===== src/rtl/wheel_period_speed_meter_top_macros.svh =====
// Assertion macros for the wheel period speed meter.
// Used by modules that carry concurrent checks; empty under synthesis.
`ifndef WHEEL_PERIOD_SPEED_METER_TOP_MACROS_SVH
`define WHEEL_PERIOD_SPEED_METER_TOP_MACROS_SVH
`ifndef SYNTHESIS
`define WPSM_ASSERT_IMP(label, clk, rst_n, ante, cons) \
	label: assert property (@(posedge clk) disable iff (!rst_n) (ante) |-> (cons)) \
		else $error("wpsm check failed");
`define WPSM_ASSERT_NXT(label, clk, rst_n, ante, cons) \
	label: assert property (@(posedge clk) disable iff (!rst_n) (ante) |=> (cons)) \
		else $error("wpsm check failed");
`else
`define WPSM_ASSERT_IMP(label, clk, rst_n, ante, cons)
`define WPSM_ASSERT_NXT(label, clk, rst_n, ante, cons)
`endif
`endif


===== src/rtl/wpsm_pkg.sv =====
// Package of the wheel period speed meter: widths, reset values,
// capture record, back-end state type. No dependencies.
package wpsm_pkg;

	localparam int TICK_W   = 16;
	localparam int DZ_W     = 10;
	localparam int NUM_W    = 29;
	localparam int PERIOD_W = 30;
	localparam int SPEED_W  = 29;
	localparam int WRAP_W   = 14;

	localparam logic [DZ_W-1:0]   DEAD_ZONE_RST = 10'd976;
	localparam logic [NUM_W-1:0]  SPEED_NUM_RST = 29'd508680000;
	localparam logic [WRAP_W-1:0] WRAP_US       = 14'd13107;
	localparam logic [SPEED_W-1:0] SPEED_MAX    = 29'h1FFF_FFFF;

	localparam int DIV_STEPS  = SPEED_W;
	localparam int STEP_W     = $clog2(DIV_STEPS);
	localparam int FIFO_DEPTH = 2;
	localparam int FIFO_PTR_W = $clog2(FIFO_DEPTH);
	localparam int FIFO_CNT_W = $clog2(FIFO_DEPTH + 1);

	localparam int CFG_IDX_W = 1;
	localparam int CFG_W     = NUM_W;
	localparam logic [CFG_IDX_W-1:0] CFG_DEAD_ZONE = 1'b0;
	localparam logic [CFG_IDX_W-1:0] CFG_SPEED_NUM = 1'b1;

	typedef struct packed {
		logic [TICK_W-1:0] ovf;
		logic [TICK_W-1:0] ticks;
	} capture_t;

	typedef enum logic [2:0] {
		BK_IDLE,
		BK_MUL,
		BK_CORR,
		BK_SUM,
		BK_DIV,
		BK_DONE
	} back_state_t;

endpackage


===== src/rtl/wpsm_tick_if.sv =====
// Tick channel: one timer tick per beat with the sensor edge flag.
// Valid/ready handshake; no dependencies.
interface wpsm_tick_if;
	logic valid;
	logic ready;
	logic edge_req;

	modport source (output valid, output edge_req, input ready);
	modport sink (input valid, input edge_req, output ready);
endinterface


===== src/rtl/wpsm_result_if.sv =====
// Result channel: period in us and speed in 0.01 km/h per beat.
// Valid/ready handshake; no dependencies.
interface wpsm_result_if;
	logic        valid;
	logic        ready;
	logic [29:0] period_us;
	logic [28:0] speed_centi_kmh;

	modport source (output valid, output period_us, output speed_centi_kmh, input ready);
	modport sink (input valid, input period_us, input speed_centi_kmh, output ready);
endinterface


===== src/rtl/wpsm_front.sv =====
// Front end: tick and overflow counters, blanking window, edge pairing.
// Pushes the counters of every other unblanked edge. Uses wpsm_pkg, wpsm_tick_if.
module wpsm_front import wpsm_pkg::*; (
	input  logic            clk,
	input  logic            arst_n,
	wpsm_tick_if.sink       tick,
	input  logic [DZ_W-1:0] dead_zone_ticks,
	input  logic            fifo_full,
	output logic            push,
	output capture_t        push_data
);

	logic              accept;
	logic              take_edge;
	logic [TICK_W-1:0] tick_q;
	logic [TICK_W-1:0] ovf_q;
	logic              counting_q;
	logic [DZ_W-1:0]   blank_q;
	logic              odd_q;

	assign tick.ready = !fifo_full;
	assign accept     = tick.valid && tick.ready;
	assign take_edge  = accept && tick.edge_req && (blank_q == '0);
	assign push       = take_edge && odd_q;
	assign push_data  = '{ovf: ovf_q, ticks: tick_q};

	always_ff @(posedge clk or negedge arst_n) begin
		if (!arst_n) begin
			tick_q     <= '0;
			ovf_q      <= '0;
			counting_q <= 1'b0;
			blank_q    <= '0;
			odd_q      <= 1'b0;
		end else if (take_edge) begin
			tick_q     <= '0;
			ovf_q      <= '0;
			counting_q <= 1'b1;
			blank_q    <= dead_zone_ticks;
			odd_q      <= !odd_q;
		end else if (accept) begin
			if (blank_q != '0) begin
				blank_q <= blank_q - DZ_W'(1);
			end
			tick_q <= tick_q + TICK_W'(1);
			// overflow saturates
			if ((tick_q == '1) && counting_q && (ovf_q != '1)) begin
				ovf_q <= ovf_q + TICK_W'(1);
			end
		end
	end

endmodule


===== src/rtl/wpsm_fifo.sv =====
// Two-entry capture queue between front and back ends.
// Uses wpsm_pkg and the assertion macros.
`include "wheel_period_speed_meter_top_macros.svh"
module wpsm_fifo import wpsm_pkg::*; (
	input  logic     clk,
	input  logic     arst_n,
	input  logic     push,
	input  capture_t push_data,
	input  logic     pop,
	output logic     full,
	output logic     empty,
	output capture_t rd_data
);

	capture_t              mem_q [FIFO_DEPTH];
	logic [FIFO_PTR_W-1:0] wr_ptr_q;
	logic [FIFO_PTR_W-1:0] rd_ptr_q;
	logic [FIFO_CNT_W-1:0] count_q;

	assign full    = (count_q == FIFO_CNT_W'(FIFO_DEPTH));
	assign empty   = (count_q == '0);
	assign rd_data = mem_q[rd_ptr_q];

	always_ff @(posedge clk) begin
		if (push) begin
			mem_q[wr_ptr_q] <= push_data;
		end
	end

	always_ff @(posedge clk or negedge arst_n) begin
		if (!arst_n) begin
			wr_ptr_q <= '0;
			rd_ptr_q <= '0;
			count_q  <= '0;
		end else begin
			if (push) begin
				wr_ptr_q <= wr_ptr_q + FIFO_PTR_W'(1);
			end
			if (pop) begin
				rd_ptr_q <= rd_ptr_q + FIFO_PTR_W'(1);
			end
			if (push && !pop) begin
				count_q <= count_q + FIFO_CNT_W'(1);
			end else if (pop && !push) begin
				count_q <= count_q - FIFO_CNT_W'(1);
			end
		end
	end

	`WPSM_ASSERT_IMP(a_no_push_full, clk, arst_n, push, !full)
	`WPSM_ASSERT_IMP(a_no_pop_empty, clk, arst_n, pop, !empty)
	`WPSM_ASSERT_IMP(a_count_bound, clk, arst_n, 1'b1, count_q <= FIFO_CNT_W'(FIFO_DEPTH))
	`WPSM_ASSERT_NXT(a_push_fills, clk, arst_n, push && !pop, !empty)

endmodule


===== src/rtl/wpsm_back.sv =====
// Back end: period from captured counters, restoring divider for speed,
// output register. Uses wpsm_pkg, wpsm_result_if.
module wpsm_back import wpsm_pkg::*; #(
	parameter int TICK_DIVISOR = 5
) (
	input  logic             clk,
	input  logic             arst_n,
	input  logic             empty,
	input  capture_t         rd_data,
	input  logic [NUM_W-1:0] speed_numerator,
	output logic             pop,
	wpsm_result_if.source    result
);

	localparam int RECIP_SHIFT = 24;
	localparam int RECIP_W     = RECIP_SHIFT + 1;
	localparam int RECIP       = (1 << RECIP_SHIFT) / TICK_DIVISOR;
	localparam int DIVR_W      = $clog2(TICK_DIVISOR + 1);
	localparam int CHK_W       = TICK_W + DIVR_W;
	localparam int RPROD_W     = TICK_W + RECIP_W;

	back_state_t state_q, state_d;
	logic        load;

	logic [TICK_W-1:0]         ovf_q;
	logic [TICK_W-1:0]         ticks_q;
	logic [PERIOD_W-1:0]       ovf_prod_q;
	logic [TICK_W-1:0]         quo0_q;
	logic [TICK_W-1:0]         quo_q;
	logic [PERIOD_W-1:0]       period_q;
	logic [PERIOD_W-1:0]       rem_q;
	logic [NUM_W-1:0]          num_q;
	logic [SPEED_W-1:0]        quot_q;
	logic [STEP_W-1:0]         step_q;
	logic                      out_valid_q;
	logic [PERIOD_W-1:0]       out_period_q;
	logic [SPEED_W-1:0]        out_speed_q;

	logic [RPROD_W-1:0]        recip_prod;
	logic [CHK_W-1:0]          back_prod;
	logic [CHK_W-1:0]          tick_rem;
	logic                      quo_fix;
	logic [PERIOD_W:0]         rem_shift;
	logic [PERIOD_W:0]         rem_diff;
	logic                      rem_ge;

	assign recip_prod = RPROD_W'(ticks_q) * RPROD_W'(RECIP);
	assign back_prod  = CHK_W'(quo0_q) * CHK_W'(TICK_DIVISOR);
	assign tick_rem   = CHK_W'(ticks_q) - back_prod;
	assign quo_fix    = (tick_rem >= CHK_W'(TICK_DIVISOR));

	assign rem_shift = {rem_q, num_q[NUM_W-1]};
	assign rem_diff  = rem_shift - {1'b0, period_q};
	assign rem_ge    = (rem_shift >= {1'b0, period_q});

	always_comb begin
		state_d = state_q;
		unique case (state_q)
			BK_IDLE: if (!empty) state_d = BK_MUL;
			BK_MUL:  state_d = BK_CORR;
			BK_CORR: state_d = BK_SUM;
			BK_SUM:  state_d = BK_DIV;
			BK_DIV:  if (step_q == STEP_W'(DIV_STEPS - 1)) state_d = BK_DONE;
			BK_DONE: if (load) state_d = BK_IDLE;
			default: state_d = BK_IDLE;
		endcase
	end

	always_comb begin
		pop  = (state_q == BK_IDLE) && !empty;
		load = (state_q == BK_DONE) && (!out_valid_q || result.ready);
	end

	always_ff @(posedge clk or negedge arst_n) begin
		if (!arst_n) begin
			state_q     <= BK_IDLE;
			out_valid_q <= 1'b0;
		end else begin
			state_q <= state_d;
			if (load) begin
				out_valid_q <= 1'b1;
			end else if (result.ready) begin
				out_valid_q <= 1'b0;
			end
		end
	end

	always_ff @(posedge clk) begin
		case (state_q)
			BK_IDLE: begin
				ovf_q   <= rd_data.ovf;
				ticks_q <= rd_data.ticks;
			end
			BK_MUL: begin
				ovf_prod_q <= PERIOD_W'(ovf_q) * PERIOD_W'(WRAP_US);
				quo0_q     <= recip_prod[RECIP_SHIFT +: TICK_W];
			end
			BK_CORR: begin
				quo_q <= quo_fix ? quo0_q + TICK_W'(1) : quo0_q;
			end
			BK_SUM: begin
				period_q <= ovf_prod_q + PERIOD_W'(quo_q);
				rem_q    <= '0;
				num_q    <= speed_numerator;
				quot_q   <= '0;
				step_q   <= '0;
			end
			BK_DIV: begin
				rem_q  <= rem_ge ? rem_diff[PERIOD_W-1:0] : rem_shift[PERIOD_W-1:0];
				num_q  <= {num_q[NUM_W-2:0], 1'b0};
				quot_q <= {quot_q[SPEED_W-2:0], rem_ge};
				step_q <= step_q + STEP_W'(1);
			end
			default: begin
			end
		endcase
		if (load) begin
			out_period_q <= period_q;
			out_speed_q  <= (period_q == '0) ? SPEED_MAX : quot_q;
		end
	end

	assign result.valid           = out_valid_q;
	assign result.period_us       = out_period_q;
	assign result.speed_centi_kmh = out_speed_q;

endmodule


===== src/rtl/wheel_period_speed_meter_top.sv =====
// Wheel period speed meter: measures the sensor period between edge pairs
// and derives the wheel speed.
//
// Channels: tick (sink) takes one 200 ns timer tick per beat with edge_req;
// result (source) gives period_us and speed_centi_kmh on every other
// unblanked sensor edge. cfg_we/cfg_index/cfg_wdata write dead_zone_ticks
// (index 0) and speed_numerator (index 1); other data bits are dropped.
// Throughput: one tick per cycle while tick.ready is high. Between the
// tick carrying its edge and its result lie the queue hand-off, multiply,
// quotient correction and period sum, the one-bit-per-cycle restoring
// divider, then the output register. The back end takes a new capture
// only once its last result is in the output register; a two-entry queue
// holds captures meanwhile, and tick.ready drops only while it is full.
// Reset clears the front-end counters, empties the queue, clears result.valid
// and loads the register reset values. On a receiver stall the result
// is held in the output register; ticks count until the queue fills.
// Depends on wpsm_pkg, the interfaces, wpsm_front, wpsm_fifo, wpsm_back.
module wheel_period_speed_meter_top import wpsm_pkg::*; #(
	parameter int TICK_DIVISOR = 5
) (
	input  logic                 clk,
	input  logic                 arst_n,
	wpsm_tick_if.sink            tick,
	wpsm_result_if.source        result,
	input  logic                 cfg_we,
	input  logic [CFG_IDX_W-1:0] cfg_index,
	input  logic [CFG_W-1:0]     cfg_wdata
);

	logic [DZ_W-1:0]  dead_zone_q;
	logic [NUM_W-1:0] speed_num_q;
	logic             push;
	logic             pop;
	logic             full;
	logic             empty;
	capture_t         push_data;
	capture_t         rd_data;

	always_ff @(posedge clk or negedge arst_n) begin
		if (!arst_n) begin
			dead_zone_q <= DEAD_ZONE_RST;
			speed_num_q <= SPEED_NUM_RST;
		end else if (cfg_we) begin
			unique case (cfg_index)
				CFG_DEAD_ZONE: dead_zone_q <= cfg_wdata[DZ_W-1:0];
				CFG_SPEED_NUM: speed_num_q <= cfg_wdata[NUM_W-1:0];
				default: begin
				end
			endcase
		end
	end

	wpsm_front u_front (
		.clk             (clk),
		.arst_n          (arst_n),
		.tick            (tick),
		.dead_zone_ticks (dead_zone_q),
		.fifo_full       (full),
		.push            (push),
		.push_data       (push_data)
	);

	wpsm_fifo u_fifo (
		.clk       (clk),
		.arst_n    (arst_n),
		.push      (push),
		.push_data (push_data),
		.pop       (pop),
		.full      (full),
		.empty     (empty),
		.rd_data   (rd_data)
	);

	wpsm_back #(
		.TICK_DIVISOR (TICK_DIVISOR)
	) u_back (
		.clk             (clk),
		.arst_n          (arst_n),
		.empty           (empty),
		.rd_data         (rd_data),
		.speed_numerator (speed_num_q),
		.pop             (pop),
		.result          (result)
	);

endmodule

===== src/flat_wrapper.sv =====
// flat-port wrapper written by rule: the top's interface ports become plain ports
module wheel_period_speed_meter_top_flat import wpsm_pkg::*;
#(
	parameter int TICK_DIVISOR = 5
)
  (clk, arst_n, cfg_we, cfg_index, cfg_wdata, tick_valid, tick_edge_req, tick_ready, result_valid, result_period_us, result_speed_centi_kmh, result_ready);
  wpsm_tick_if tick_i ();
  wpsm_result_if result_i ();
  input  logic clk;
  input  logic arst_n;
  input  logic cfg_we;
  input  logic [CFG_IDX_W-1:0] cfg_index;
  input  logic [CFG_W-1:0] cfg_wdata;
  input wire logic [$bits(tick_i.valid)-1:0] tick_valid;
  input wire logic [$bits(tick_i.edge_req)-1:0] tick_edge_req;
  output wire logic [$bits(tick_i.ready)-1:0] tick_ready;
  output wire logic [$bits(result_i.valid)-1:0] result_valid;
  output wire logic [$bits(result_i.period_us)-1:0] result_period_us;
  output wire logic [$bits(result_i.speed_centi_kmh)-1:0] result_speed_centi_kmh;
  input wire logic [$bits(result_i.ready)-1:0] result_ready;
  assign tick_i.valid = tick_valid;
  assign tick_i.edge_req = tick_edge_req;
  assign tick_ready = tick_i.ready;
  assign result_valid = result_i.valid;
  assign result_period_us = result_i.period_us;
  assign result_speed_centi_kmh = result_i.speed_centi_kmh;
  assign result_i.ready = result_ready;
  wheel_period_speed_meter_top #(.TICK_DIVISOR(TICK_DIVISOR)) u_core (.clk(clk), .arst_n(arst_n), .tick(tick_i), .result(result_i), .cfg_we(cfg_we), .cfg_index(cfg_index), .cfg_wdata(cfg_wdata));
endmodule

===== config.mk =====
export PLATFORM = sky130hd
export DESIGN_NAME = wheel_period_speed_meter_top_flat
export DESIGN_NICKNAME = d
export VERILOG_FILES = /design/src/rtl/wpsm_pkg.sv /design/src/rtl/wpsm_tick_if.sv /design/src/rtl/wpsm_result_if.sv /design/src/rtl/wpsm_front.sv /design/src/rtl/wpsm_fifo.sv /design/src/rtl/wpsm_back.sv /design/src/rtl/wheel_period_speed_meter_top.sv /design/src/flat_wrapper.sv
export VERILOG_INCLUDE_DIRS = /design/src /design/src/rtl
export SDC_FILE = /design/constraint.sdc
export NUM_CORES = 1
export LEC_CHECK = 0
export BUFFER_PORTS_ARGS = -buffer_cell sky130_fd_sc_hd__buf_2
export CORE_ASPECT_RATIO = 1.75
export CORE_MARGIN = 2
export CORE_UTILIZATION = 25
export CTS_CLUSTER_DIAMETER = 150
export DETAILED_ROUTE_END_ITERATION = 7
export PLACE_DENSITY_LB_ADDON = 0.25
export SLEW_MARGIN = 10
export SYNTH_ARGS = -nofsm -noshare
export SYNTH_HDL_FRONTEND = slang
export SYNTH_SLANG_ARGS = --single-unit

===== constraint.sdc =====
create_clock -name clk -period 13.2 [get_ports clk]
set_input_delay 2.64 -clock clk [delete_from_list [all_inputs] [get_ports clk]]
set_output_delay 2.64 -clock clk [all_outputs]
set_load 0.1 [all_outputs]

==> results of run 1 <==
-- cell type report --
class / count / area share
clock buffer: 52 / 0.0369
inverter: 350 / 0.0410
clock inverter: 28 / 0.00961
multi-input combinational: 1634 / 0.447
sequential: 428 / 0.388
tap: 1485 / 0.0580
timing repair buffer: 115 / 0.0195
-- through the flow --
stage          utilization  hold WS (ps)  setup WS (ps)  instance area, sq um  cells
6_report             0.285           469           6630                 32000   4092
5_1_grt              0.285           521           6130                 32000   4092
4_1_cts              0.285           481           6610                 32000   4092
3_5_place_dp         0.272           460           6680                 30500   4012
3_3_place_gp         0.272           453           6690                 30500   4012
2_1_floorplan            -           435           7180                 28200   2465
-- sequential cells by signal (all words and copies together) (netlist names), 30 cells and up --
register                        flops
u_core.u_back.period_q             30
u_core.u_fifo.mem_q                64
u_core.u_back.rem_q                30
u_core.u_back.result.period_us     30
u_core.u_back.ovf_prod_q           30
-- metal layers --
| layer | vias to the layer above | track usage | routed length, microns | part of all wire |
|---|---|---|---|---|
| li1 | 8819 | - | - | - |
| met1 | 8766 | 0.111 | 23400 | 0.35 |
| met2 | 230 | 0.243 | 39200 | 0.58 |
| met3 | 132 | 0.0132 | 1560 | 0.023 |
| met4 | 4 | 0.0551 | 3190 | 0.047 |
| met5 | - | 0 | 27 | 0.00040 |
-- logic make-up (layout without fill, tap and decap cells) --
| logic type | after synthesis | count (layout) | share of synthesized area |
|---|---|---|---|
| adder cells (fa/ha/maj) | 458 | 458 | 0.241 |
| AND/OR/NAND/NOR | 585 | 585 | 0.102 |
| AO/OA/AOI/OAI | 357 | 357 | 0.0821 |
| buffers and inverters | 403 | 545 | 0.0541 |
| flip-flops | 428 | 428 | 0.440 |
| multiplexers | 96 | 96 | 0.0373 |
| XOR/XNOR | 138 | 138 | 0.0428 |
-- synthesized netlist by cell type, drive strengths merged (31+ instances only) --
library cell,count
a21oi,100
a21o,42
clkbuf,45
xor2,62
or2,38
nand2,166
nand3,44
inv,350
ha,315
nor3,31
xnor2,76
and3,49
nor2,133
o21ai,83
mux2,70
fa,143
edfxtp,337
dfrtp,72
-- critical path: stages (launching register included) --
cell and delay, ps:
edfxtp_1 490, ha_1 400, fa_1 530, inv_1 70
fa_1 540, fa_1 640, inv_1 80, fa_1 480
ha_1 310, ha_1 320, a21o_1 180, a21o_1 170
a221o_1 330, or3b_2 500, o21a_1 240, a2111oi_0 550
o21bai_1 200, a21oi_1 200, xnor2_1 70
-- how the worst min path moves through the flow --
stage / to / cells past startpoint / startpoint / slack (ps)
floorplan: u_core.u_front.counting_q$_DFFE_PN0P_ / 1 / u_core.u_front.counting_q$_DFFE_PN0P_ / 440
global placement: u_core.u_front.counting_q$_DFFE_PN0P_ / 1 / u_core.u_front.counting_q$_DFFE_PN0P_ / 450
detailed placement: u_core.u_front.counting_q$_DFFE_PN0P_ / 1 / u_core.u_front.counting_q$_DFFE_PN0P_ / 460
CTS: u_core.u_front.counting_q$_DFFE_PN0P_ / 1 / u_core.u_front.counting_q$_DFFE_PN0P_ / 480
global route: u_core.u_back.num_q[3]$_DFFE_PP_ / 2 / u_core.u_back.num_q[2]$_DFFE_PP_ / 520
finish: u_core.u_front.counting_q$_DFFE_PN0P_ / 1 / u_core.u_front.counting_q$_DFFE_PN0P_ / 470
==> impl_metrics.env, run 1 <==
export IMPL_outcome="completed"
export IMPL_std_cell_rows=163
export IMPL_synthTopCellsByArea="edfxtp_1 36%, ha_1 14%, fa_1 10%"
export IMPL_fin_nets=3066
export IMPL_report_final_slew_viol_count=0
export IMPL_r2r_cells=18
export IMPL_cp_required_ps=13520
export IMPL_port_buffers=96
export IMPL_syn_to_final_growth_pct=13.5
export IMPL_drt_initial_drc_count=560
export IMPL_die_x_microns=258
export IMPL_yosys_warnings=0
export IMPL_crit_start="u_core.u_back.ticks_q[10]$_DFFE_PP_"
export IMPL_synth_top_cell_area_share=0.359
export IMPL_ys_types=76
export IMPL_register_area_sq_um=12400
export IMPL_min_period_ps=6570
export IMPL_synth_main_ff_cell="edfxtp_1"
export IMPL_antenna_found_initial=3
export IMPL_viasPerCell=4.39
export IMPL_ios=97
export IMPL_timing_rr_end="u_core.u_back.quo0_q[12]$_DFFE_PP_"
export IMPL_path_max_fanout=4
export IMPL_synth_yosys_seq_area_share=0.440
export IMPL_crit_path_start_kind="flip-flop"
export IMPL_fill_cells=11600
export IMPL_clock_path_buffers=3
export IMPL_worst_r2r_startpoint="u_core.u_back.ticks_q[10]$_DFFE_PP_"
export IMPL_clkSinkCount=428
export IMPL_synth_avg_cell_area_sq_um=11.4
export IMPL_yosysTopAreaCell="edfxtp_1"
export IMPL_cp_arrival_ps=6890
export IMPL_cts_setup_buffers=0
export IMPL_drt_wl_total_mm=67.4
export IMPL_die_height_microns=448
export IMPL_worstMarginPinSlew_ps=1020
export IMPL_ctsHoldBuffers=0
export IMPL_hpwl_mm=53.8
export IMPL_syn_nets=2959
export IMPL_n_antenna_cell=0
export IMPL_drive_above_1_share=0.129
export IMPL_min_period_over_period=0.498
export IMPL_async_flop_share=0.213
export IMPL_crit_type="reg2reg"
export IMPL_layout_commonest_cell="inv_1"
export IMPL_fin_tns_setup_ps=0
export IMPL_grt_pass1_vias=19000
export IMPL_grt_max_degree=69
export IMPL_ys_ff_latch=428
export IMPL_hp_class="reg2reg"
export IMPL_cts_buffers=43
export IMPL_fmax_ghz=0.152
export IMPL_postRouteAntennaNets=0
export IMPL_synth_edf_count=337
export IMPL_cts_max_level=2
export IMPL_die_area_sq_um=116000
export IMPL_track_usage=0.117
export IMPL_core_area_sq_um=112000
export IMPL_drt_pre_antenna_iters=5
export IMPL_cts_reportedPaths_clkPinSlew_ps=70
export IMPL_synthCells=2465
export IMPL_max_cap_violations=0
export IMPL_crit_end="u_core.u_back.quo0_q[12]$_DFFE_PP_"
export IMPL_most_common_layout_cells="350 x inv_1, 337 x edfxtp_1, 315 x ha_1"
export IMPL_cts_resized_gates=0
export IMPL_rsz0062_at_grt="no"
export IMPL_syn_cell_area_sq_um=28200
export IMPL_clk_latency_ps=590
export IMPL_wl_per_cell_microns=16.5
export IMPL_rrSetupSlack_ps=6630
export IMPL_cts_tree="done"
export IMPL_hold_violations=0
export IMPL_end_kind="flip-flop"
export IMPL_gr_total_overflow=0
export IMPL_dr_total_vias=18000
export IMPL_setup_viol=0
export IMPL_cts_root_buf="clkbuf_16"
export IMPL_grt_pass1_wl_mm=106
export IMPL_max_slew_margin_rel=0.311
export IMPL_globalplace_congestion=0.840
export IMPL_start_util=0.251
export IMPL_skew_ps=36.0
export IMPL_drc=0
export IMPL_multiInputGateArea_sq_um=14300
Power of run 1 is left out: the tool's default activity adds up to more than one toggle a clock period on the data nets, which glitch-free logic cannot reach.
==> run 2, diff against run 1 <==
- clock period: 13.2 -> 6.64 ns (I/O delays scaled with it)
==> impl_metrics.env, run 2 (same netlist as run 1, synthesis figures left out) <==
export IMPL_outcome="completed"
export IMPL_track_usage=0.118
export IMPL_report_final_slew_viol_count=0
export IMPL_multiInputGateArea_sq_um=14300
export IMPL_n_antenna_cell=0
export IMPL_hp_class="reg2reg"
export IMPL_drive_above_1_share=0.130
export IMPL_port_buffers=96
export IMPL_dr_total_vias=17900
export IMPL_grt_pass1_vias=19100
export IMPL_die_height_microns=448
export IMPL_cts_root_buf="clkbuf_16"
export IMPL_clk_latency_ps=590
export IMPL_top_register="u_core.u_fifo.mem_q"
export IMPL_crit_path_start_kind="flip-flop"
export IMPL_rsz0062_at_grt="no"
export IMPL_holdWs_ps=475
export IMPL_ios=97
export IMPL_largest_register_ff_count=64
export IMPL_critPathTopFamily="adder cells"
export IMPL_fill_cells=11700
export IMPL_setup_viol=0
export IMPL_globalplace_congestion=0.838
export IMPL_std_cell_rows=163
export IMPL_hold_violations=0
export IMPL_crit_type="reg2reg"
export IMPL_grt_max_degree=65
export IMPL_register_area_sq_um=12400
export IMPL_crit_buf_inv=4
export IMPL_min_period_over_period=0.958
export IMPL_end_kind="flip-flop"
export IMPL_ctsHoldBuffers=0
export IMPL_drt_pre_antenna_iters=5
export IMPL_max_stage_delay_ps=640
export IMPL_antenna_found_initial=3
export IMPL_skew_ps=40.5
export IMPL_core_area_sq_um=112000
export IMPL_most_common_layout_cells="350 x inv_1, 337 x edfxtp_1, 315 x ha_1"
export IMPL_viasPerCell=4.37
export IMPL_drt_initial_drc_count=572
export IMPL_fin_nets=3077
export IMPL_syn_to_final_growth_pct=13.2
export IMPL_gr_total_overflow=0
export IMPL_cts_max_level=2
export IMPL_hpwl_mm=54.4
export IMPL_clock_path_buffers=3
export IMPL_drc=0
export IMPL_layout_commonest_cell="inv_1"
export IMPL_die_x_microns=258
export IMPL_cp_required_ps=6950
export IMPL_drt_wl_total_mm=68.0
export IMPL_max_slew_margin_rel=0.327
export IMPL_cts_tree="done"
export IMPL_instances_no_fill=4099
export IMPL_cts_buffers=42
export IMPL_cts_reportedPaths_clkPinSlew_ps=70
export IMPL_final_core_util=0.284
export IMPL_worstMarginPinSlew_ps=996
export IMPL_max_cap_violations=0
export IMPL_start_util=0.251
export IMPL_min_period_ps=6360
export IMPL_place_inst=4020
export IMPL_wl_per_cell_microns=16.6
export IMPL_grt_pass1_wl_mm=107
export IMPL_postRouteAntennaNets=0
export IMPL_fin_tns_setup_ps=0
export IMPL_cp_slowest_cell="fa_2"
export IMPL_clkSinkCount=428
export IMPL_die_area_sq_um=116000
export IMPL_cp_arrival_ps=6660
export IMPL_fmax_ghz=0.157
export IMPL_path_max_fanout=3
export IMPL_crit_chain="ha_1, inv_1, fa_1, inv_1, fa_1, fa_2, inv_1, fa_1, ha_1, ha_1, a21o_1, a21o_1, a221o_1, or3b_2, o21a_1, buf_4, a21o_1, or3_1, a21oi_1, xnor2_1"
run 2: changes by cell type in the layout (fill, tap and decap cells not counted), sizes merged:
cell | before | now
buf | 115 | 127
bufinv | 5 | 3
clkinv | 16 | 12
clkinvlp | 4 | 5
run 2: worst paths after layout:
path | from | end | slack, ps | cells past startpoint
worst max-delay path | u_core.u_back.ticks_q[15]$_DFFE_PP_ | u_core.u_back.quo0_q[10]$_DFFE_PP_ | 280 | 20
worst min-delay path | u_core.u_front.counting_q$_DFFE_PN0P_ | u_core.u_front.counting_q$_DFFE_PN0P_ | 480 | 1
worst max register to register | u_core.u_back.ticks_q[15]$_DFFE_PP_ | u_core.u_back.quo0_q[10]$_DFFE_PP_ | 280 | 20
worst min register to register | u_core.u_front.counting_q$_DFFE_PN0P_ | u_core.u_front.counting_q$_DFFE_PN0P_ | 480 | 1
max in group asynchronous | arst_n | u_core.u_front.ovf_q[10]$_DFFE_PN0P_ | 4680 | 2
min in group asynchronous | arst_n | u_core.speed_num_q[17]$_DFFE_PN0P_ | 660 | 1
run 2: routing by layer:
layer	share of wire	vias up	GRT usage
li1	-	8821	-
met1	0.35	8764	0.113
met2	0.59	223	0.250
met3	0.022	110	0.0114
met4	0.039	4	0.0471
met5	0.00040	-	0
run 2: cell type report:
class	instances	area share
multi-input cells	1634	0.449
flip-flops and latches	428	0.389
well taps	1485	0.0581
inverters	350	0.0411
clock buffers	52	0.0341
repair buffers	127	0.0224
clock inverters	23	0.00701
run 2: what timing repair did:
item | in CTS | in global routing
setup buffers | 0 | 4
setup endpoints to repair | 0 | 6
resized for setup | 0 | 6
run 2: per-stage QoR:
| step | area [sq um] | setup WS (ps) |
|---|---|---|
| finish | 32000 | 282 |
| global route | 32000 | 6.26 |
| CTS | 31900 | 126 |
| detailed placement | 30600 | 182 |
| global placement | 30600 | 206 |
| floorplan | 28200 | 618 |
Power of run 2 is left out for the same reason.
